[config.mk]
export PLATFORM = sky130hd
export DESIGN_NAME = mhst_ctrl
export DESIGN_NICKNAME = d
export VERILOG_FILES = /design/src/rtl/mhst_pkg.sv /design/src/rtl/mhst_ctrl.sv
export SDC_FILE = /design/constraint.sdc
export NUM_CORES = 1
export LEC_CHECK = 0
export BUFFER_PORTS_ARGS = -buffer_cell sky130_fd_sc_hd__buf_4
export CELL_PAD_IN_SITES_DETAIL_PLACEMENT = 1
export CELL_PAD_IN_SITES_GLOBAL_PLACEMENT = 1
export CORE_AREA = 2 2 39 41
export DETAILED_ROUTE_END_ITERATION = 6
export DIE_AREA = 0 0 41 43
export GPL_ROUTABILITY_DRIVEN = 1
export PLACE_DENSITY_LB_ADDON = 0.05
export SLEW_MARGIN = 20
export SYNTH_ARGS = -nofsm -noshare
export SYNTH_HDL_FRONTEND = slang
export SYNTH_SLANG_ARGS = --single-unit
[constraint.sdc]
create_clock -name clk -period 1.6 [get_ports clk]
set_clock_uncertainty 0.2 [all_clocks]
set_input_delay 0.08 -clock clk [delete_from_list [all_inputs] [get_ports clk]]
set_output_delay 0.08 -clock clk [all_outputs]
set_load 0.02 [all_outputs]
[src/rtl/mhst_pkg.sv]
`timescale 1ns / 1ps

package mhst_pkg;

    // Table geometry.
    localparam int SQUARES     = 128;
    localparam int SQ_W        = 7;
    localparam int ENTRIES     = SQUARES * SQUARES;
    localparam int ADDR_W      = $clog2(ENTRIES);
    localparam int SQ_CMP_W    = SQ_W + 2;
    localparam int DECAY_SHIFT = 8;

    localparam logic [ADDR_W-1:0] LAST_ADDR = ADDR_W'(ENTRIES - 1);
    localparam logic [SQ_CMP_W-1:0] SQ_LIMIT = SQ_CMP_W'(SQUARES);

    // Score values.
    localparam int VALUE_W = 32;
    localparam logic signed [VALUE_W-1:0] VALUE_MAX = {1'b0, {(VALUE_W-1){1'b1}}};
    localparam logic signed [VALUE_W-1:0] VALUE_MIN = {1'b1, {(VALUE_W-1){1'b0}}};

    localparam int ACTION_W = 2;

    typedef enum logic [ACTION_W-1:0] {
        ACT_ADD   = 2'd0,
        ACT_READ  = 2'd1,
        ACT_CLEAR = 2'd2,
        ACT_DECAY = 2'd3
    } mhst_action_t;

    // Commands from the controller to the datapath.
    typedef struct packed {
        logic capture;      // latch an add or read item and start its table read
        logic update;       // finish an add or read: write back and load the result
        logic sweep_start;  // start a pass over every table entry
        logic sweep_clear;  // the pass writes zero instead of the decayed value
        logic bulk_resp;    // load a zero result for clear or decay
    } mhst_cmd_t;

    // Status from the datapath to the controller.
    typedef struct packed {
        logic out_free;     // the result register can take a new result this cycle
        logic sweep_done;   // the last entry of the pass is written this cycle
    } mhst_stat_t;

endpackage

[src/rtl/mhst_ctrl.sv]
`timescale 1ns / 1ps

module mhst_ctrl
    import mhst_pkg::*;
(
    input  logic         clk,
    input  logic         rst_n,
    input  logic         item_valid,
    input  mhst_action_t item_action,
    output logic         item_ready,
    input  mhst_stat_t   stat,
    output mhst_cmd_t    cmd
);

    typedef enum logic [4:0] {
        S_INIT      = 5'b00001,
        S_IDLE      = 5'b00010,
        S_UPDATE    = 5'b00100,
        S_SWEEP     = 5'b01000,
        S_BULK_RESP = 5'b10000
    } state_t;

    state_t state_reg;
    state_t state_next;
    logic   accept;

    assign item_ready = (state_reg == S_IDLE);
    assign accept     = item_valid && item_ready;

    always_comb
    begin
        state_next = state_reg;
        cmd        = '0;
        unique case (state_reg)
            S_INIT:
            begin
                // The datapath runs its clearing pass straight out of reset.
                if (stat.sweep_done)
                begin
                    state_next = S_IDLE;
                end
            end
            S_IDLE:
            begin
                if (accept)
                begin
                    case (item_action) inside
                        ACT_ADD, ACT_READ:
                        begin
                            cmd.capture = 1'b1;
                            state_next  = S_UPDATE;
                        end
                        default:
                        begin
                            cmd.sweep_start = 1'b1;
                            cmd.sweep_clear = (item_action == ACT_CLEAR);
                            state_next      = S_SWEEP;
                        end
                    endcase
                end
            end
            S_UPDATE:
            begin
                if (stat.out_free)
                begin
                    cmd.update = 1'b1;
                    state_next = S_IDLE;
                end
            end
            S_SWEEP:
            begin
                if (stat.sweep_done)
                begin
                    state_next = S_BULK_RESP;
                end
            end
            S_BULK_RESP:
            begin
                if (stat.out_free)
                begin
                    cmd.bulk_resp = 1'b1;
                    state_next    = S_IDLE;
                end
            end
            default:
            begin
                state_next = S_IDLE;
            end
        endcase
    end

    always_ff @(posedge clk or negedge rst_n)
    begin
        if (!rst_n)
        begin
            state_reg <= S_INIT;
        end
        else
        begin
            state_reg <= state_next;
        end
    end

endmodule

## Word level (Yosys, flattened, before mapping)

Cells that the tools add are included.

| storage, ports and cells | value |
|---|---|
| output and inout port bits | 6 |
| bits in read-only memories | 0 |
| latch bits | 0 |
| bits of input ports | 7 |
| logic and storage cells | 32 |
| memories | 0 |
| register bits after elaboration | 5 |
| RAM bits | 0 |

| operators by class | value |
|---|---|
| reductions and logical operators | 5 |
| $lt $le $gt $ge | 0 |
| muxes and demuxes | 15 |
| divide/modulo/power cells | 0 |
| bitwise operators | 0 |
| shift operators | 0 |
| add/subtract/negate cells | 0 |
| eq/ne operators | 11 |
| multipliers | 0 |

Operators by type and width:

| cell | number |
|---|---|
| $mux W5 | 4 |
| $pmux W5 S4 | 1 |
| $mux W1 | 6 |
| $mux W2 | 3 |
| $eq A5 B1 Y1 const B | 1 |
| $eq A5 B2 Y1 const B | 1 |
| $eq A5 B3 Y1 const B | 1 |
| $eq A5 B4 Y1 const B | 1 |
| $eq A5 B5 Y1 const B | 1 |
| $mux W4 | 1 |
| $ne A2 B1 Y1 const B | 2 |
| $ne A2 B2 Y1 const B | 2 |
| $reduce_and A4 Y1 | 1 |
| $reduce_or A2 Y1 | 2 |
| $eq A2 B1 Y1 const B | 1 |
| $eq A2 B2 Y1 const B | 1 |
| $logic_not A2 Y1 | 1 |
| $logic_and A1 B1 Y1 | 1 |

## Longest topological paths before layout

| logic depth | value |
|---|---|
| depth after elaboration | 5 |
| depth in mapped cells | 5 |
| mapped depth without buffers | 4 |

## Least setup slack after synthesis

OpenSTA, ideal clock, no wires.

| timing path | value |
|---|---|
| kind | register to register |
| start | reg state_reg[1] |
| end | reg state_reg[4] |
| arrival time | 1419 ps |
| setup slack | -147 ps |
| setup time | 128 ps |
| buffers on the path | 0 |
| period minus slack after synthesis | 1747 ps |
| data required time | 1272 ps |
| stages on the path, launching flop included | 4 |
| cell sequence | dfrtp_1 -> or4_4 -> o22ai_2 -> mux2_1 |

| on the way | value |
|---|---|
| longest elaborated chain between the ends | 4 |
| elaborated cells on any way between the ends | 13 |
| classes of those cells | eq/ne (9); mux (1); reduce/logical (3) |

Ends and longest elaborated chain:

| item | RTL line | RTL |
|---|---|---|
| from (decl) | mhst_ctrl.sv:23 | `state_t state_reg;` |
| from (signal assigned) | mhst_ctrl.sv:100 | `state_reg <= state_next;` |
| $eq A5 B5 Y1, or another cell as far along | mhst_ctrl.sv:34 | `unique case (state_reg)` |
| $reduce_or A2 Y1 (no line) / $logic_and A1 B1 Y1 (equally long branches) | - |  |
| $ne A2 B1 Y1 (no line) | - |  |
| $reduce_and A4 Y1 (no line) | - |  |

Parallel ways exist; a longest one is shown, timed or not.
A chain may end at the register's enable or synchronous reset.

## Worst setup path after layout

Same ends and word-level chain as after synthesis.

==> metrics.yaml <==
status: "finished with violations"
violations: "setup timing"
crit_family: "simple AND/OR/NAND/NOR gates"
worst_pin_slew_ps: 315
cts_sinks: 5
grt_max_degree: 6
grt_pass1_vias: 459
synth_area_leader_cell: "dfrtp_1"
endpoint_kind: "flop"
drc: 0
die-height_um: 43
async_flop_share_pct: 100
core_area_um2: 1380
slowest_stage: "or4_4"
drt_iter0_markers: 2
rsz0062_at_grt: "yes"
antenna_found_initial: 0
antennaDiodeCount: 0
combinationalPowerShare_pct: 67.6
cp_max_fo: 3
synth_top_family_by_area: "simple AND/OR/NAND/NOR gates"
finalWirelength_um: 1220
cts_buffer_depth: 2
max_freq_mhz: 559
gp_congestion: 0.793
post-route-min-period_ps: 1790
period_share_pct: 112
cts_max_level: 1
rows: 14
startpoint_type: "flop"
crit_cells: 4
max_slew_margin_pct: 78.9
fillers: 158
hold_depth: 4
post_synth.cell_area_avg_um2: 9.57
hold_start: "stat[0]"
seqPwrFrac_pct: 17.6
fin_ws_ps: -190
drv_slew: 0
critPathArrivalTime_ps: 1730
synth_flop_cell: "dfrtp_1"
p_leak_nw: 0.354
crit_buf_inv: 1
dpl.hpwl_um: 788
vias: 414
pre_cts_slack_ps: -132
crit_type: "reg2reg"
cp_slowest_stage_delay_ps: 440
cp.required_ps: 1540
boundaryPins: 13
final_cell_mix: "buf_4, buf_6, dlygate4sd3_1, nor2_1, dfrtp_1"
final_common_cell: "buf_4"
ir_drop_v: 0.000647
hp-class: "in2reg"
synth_edf_count: 0
synth-xor-area-share_pct: 5.38
total_power_w: 0.00102
clkSlewWorstSetupHoldPaths_ps: 50
power_density_nw_per_um2: 1380
synth_top_area_share_pct: 30.8
syn-num-nets: 41
synth-compound-area-share_pct: 13.8
p_sw_share_pct: 36.2
track_usage_pct: 17.0
die_w_um: 41
yosysSeqAreaShare_pct: 38.8
startpoint: "state_reg[1]"
yosys.area_share.simple_pct: 31.5
ys_types: 21
synth-seq-cells: 5
drtAntennaViolNets: 0
grt_pass1_wl_um: 1950
hold_viol: 0
cts_root_buffer: "clkbuf_4"
start_util_pct: 23.5
grt_overflow: 0
switchingPower_w: 0.000371
synth_mux_area_share_pct: 3.46
cts_tree: "built"
largest_reg_flops: 5
cts_buffers: 3
syn_to_final_growth_pct: 128
drtPass1Iterations: 2
vias_per_cell: 4.65
cap_violations: 0
wl_per_cell_um: 13.7
finalSetupViolations: 9
worst_r2r_path_depth: 4
r2r_start: "state_reg[1]"
yosysWarnings: 0
synthCells: 34
layout-drive-gt1-share_pct: 64.4
portBuffers: 12
insertion_delay_ps: 250
syn_area_um2: 325
dieArea_um2: 1760
cp_cell_sequence: "buf_4, or4_4, o22ai_4, mux2_4"
fin_nets: 81
internal_power_w: 0.000653
ys_top_cells_by_area: "dfrtp_1, dfstp_2, nor2_1, and4_1, xnor2_1"
synthAdderAreaFrac_pct: 0
clockPowerShare_pct: 14.8
[worst reg2reg max path: cells and delay by family, from the launching register on]
family	cells	cell delay, ps
muxes	1	310
and+or+nand+nor	1	440
DFF	1	400
buffers and inverters	1	150
AOI/OAI and AO/OA	1	180
[cells in the mapped netlist (2+ instances only)]
| library cell | n |
|---|---|
| dfrtp_1 | 4 |
| inv_1 | 3 |
| and4_1 | 2 |
| nand2_1 | 2 |
| nor2_1 | 6 |
| xnor2_1 | 2 |
[cells by family (layout without fill, tap and decap cells)]
| group | count (synthesis) | count (layout) |
|---|---|---|
| flops | 5 | 5 |
| mux | 1 | 1 |
| xor+xnor | 2 | 2 |
| buf+inv | 4 | 43 |
| simple gates | 17 | 17 |
| compound gates | 5 | 5 |
[power by group through the flow]
stage | registers [W] | logic, W | clock network [W]
2_1_floorplan | 0.000186 | 0.000225 | 0
4_1_cts | 0.000176 | 0.000633 | 0.000150
3_3_place_gp | 0.000179 | 0.000465 | 0
6_report | 0.000180 | 0.000693 | 0.000152
5_1_grt | 0.000184 | 0.000748 | 0.000166
3_5_place_dp | 0.000182 | 0.000470 | 0
[timing repair]
| item | CTS | global route |
|---|---|---|
| endpoints found under the setup margin | 10 | 10 |
| pin swaps | 6 | 3 |
| gates resized for setup | 19 | 5 |
| hold buffers | 5 | 0 |
| gates cloned | 0 | 0 |
| buffers inserted | 6 | 3 |
| hold endpoints to repair | 9 | 0 |
[layout make-up]
type | instances | area [µm²] | area share [%]
clock buffer | 4 | 26.3 | 3.54
inverter | 3 | 11.3 | 1.52
multi-input combinational | 25 | 228 | 30.6
sequential | 5 | 126 | 17.0
tap | 16 | 20.0 | 2.69
timing repair buffer | 36 | 332 | 44.6
[final timing paths]
check	slack, ps	end
worst max-delay path	-190	state_reg[4]
worst min-delay path	100	state_reg[4]
worst max register to register	-190	state_reg[4]
worst min register to register	360	state_reg[0]
max in group asynchronous	470	state_reg[3]
min in group asynchronous	120	state_reg[0]
[per-stage QoR]
step	cells	hold WS (ps)	TNS (ps)	utilization [%]	instance area (µm²)
finish	89	103	-900	53.7	743
global route	89	103	-1520	53.7	743
CTS	87	113	-821	51.2	708
detailed placement	72	-316	-308	37.0	512
global placement	72	-317	-337	37.0	512
floorplan	34	-416	-116	-	330
[per-layer routing]
layer  share of wire, %  GRT usage [%]
met5                  0              0
met4                2.5           12.0
met3                3.7           1.57
met2                 54           28.4
met1                 39           18.4
Power figures use the tool's default switching activity.
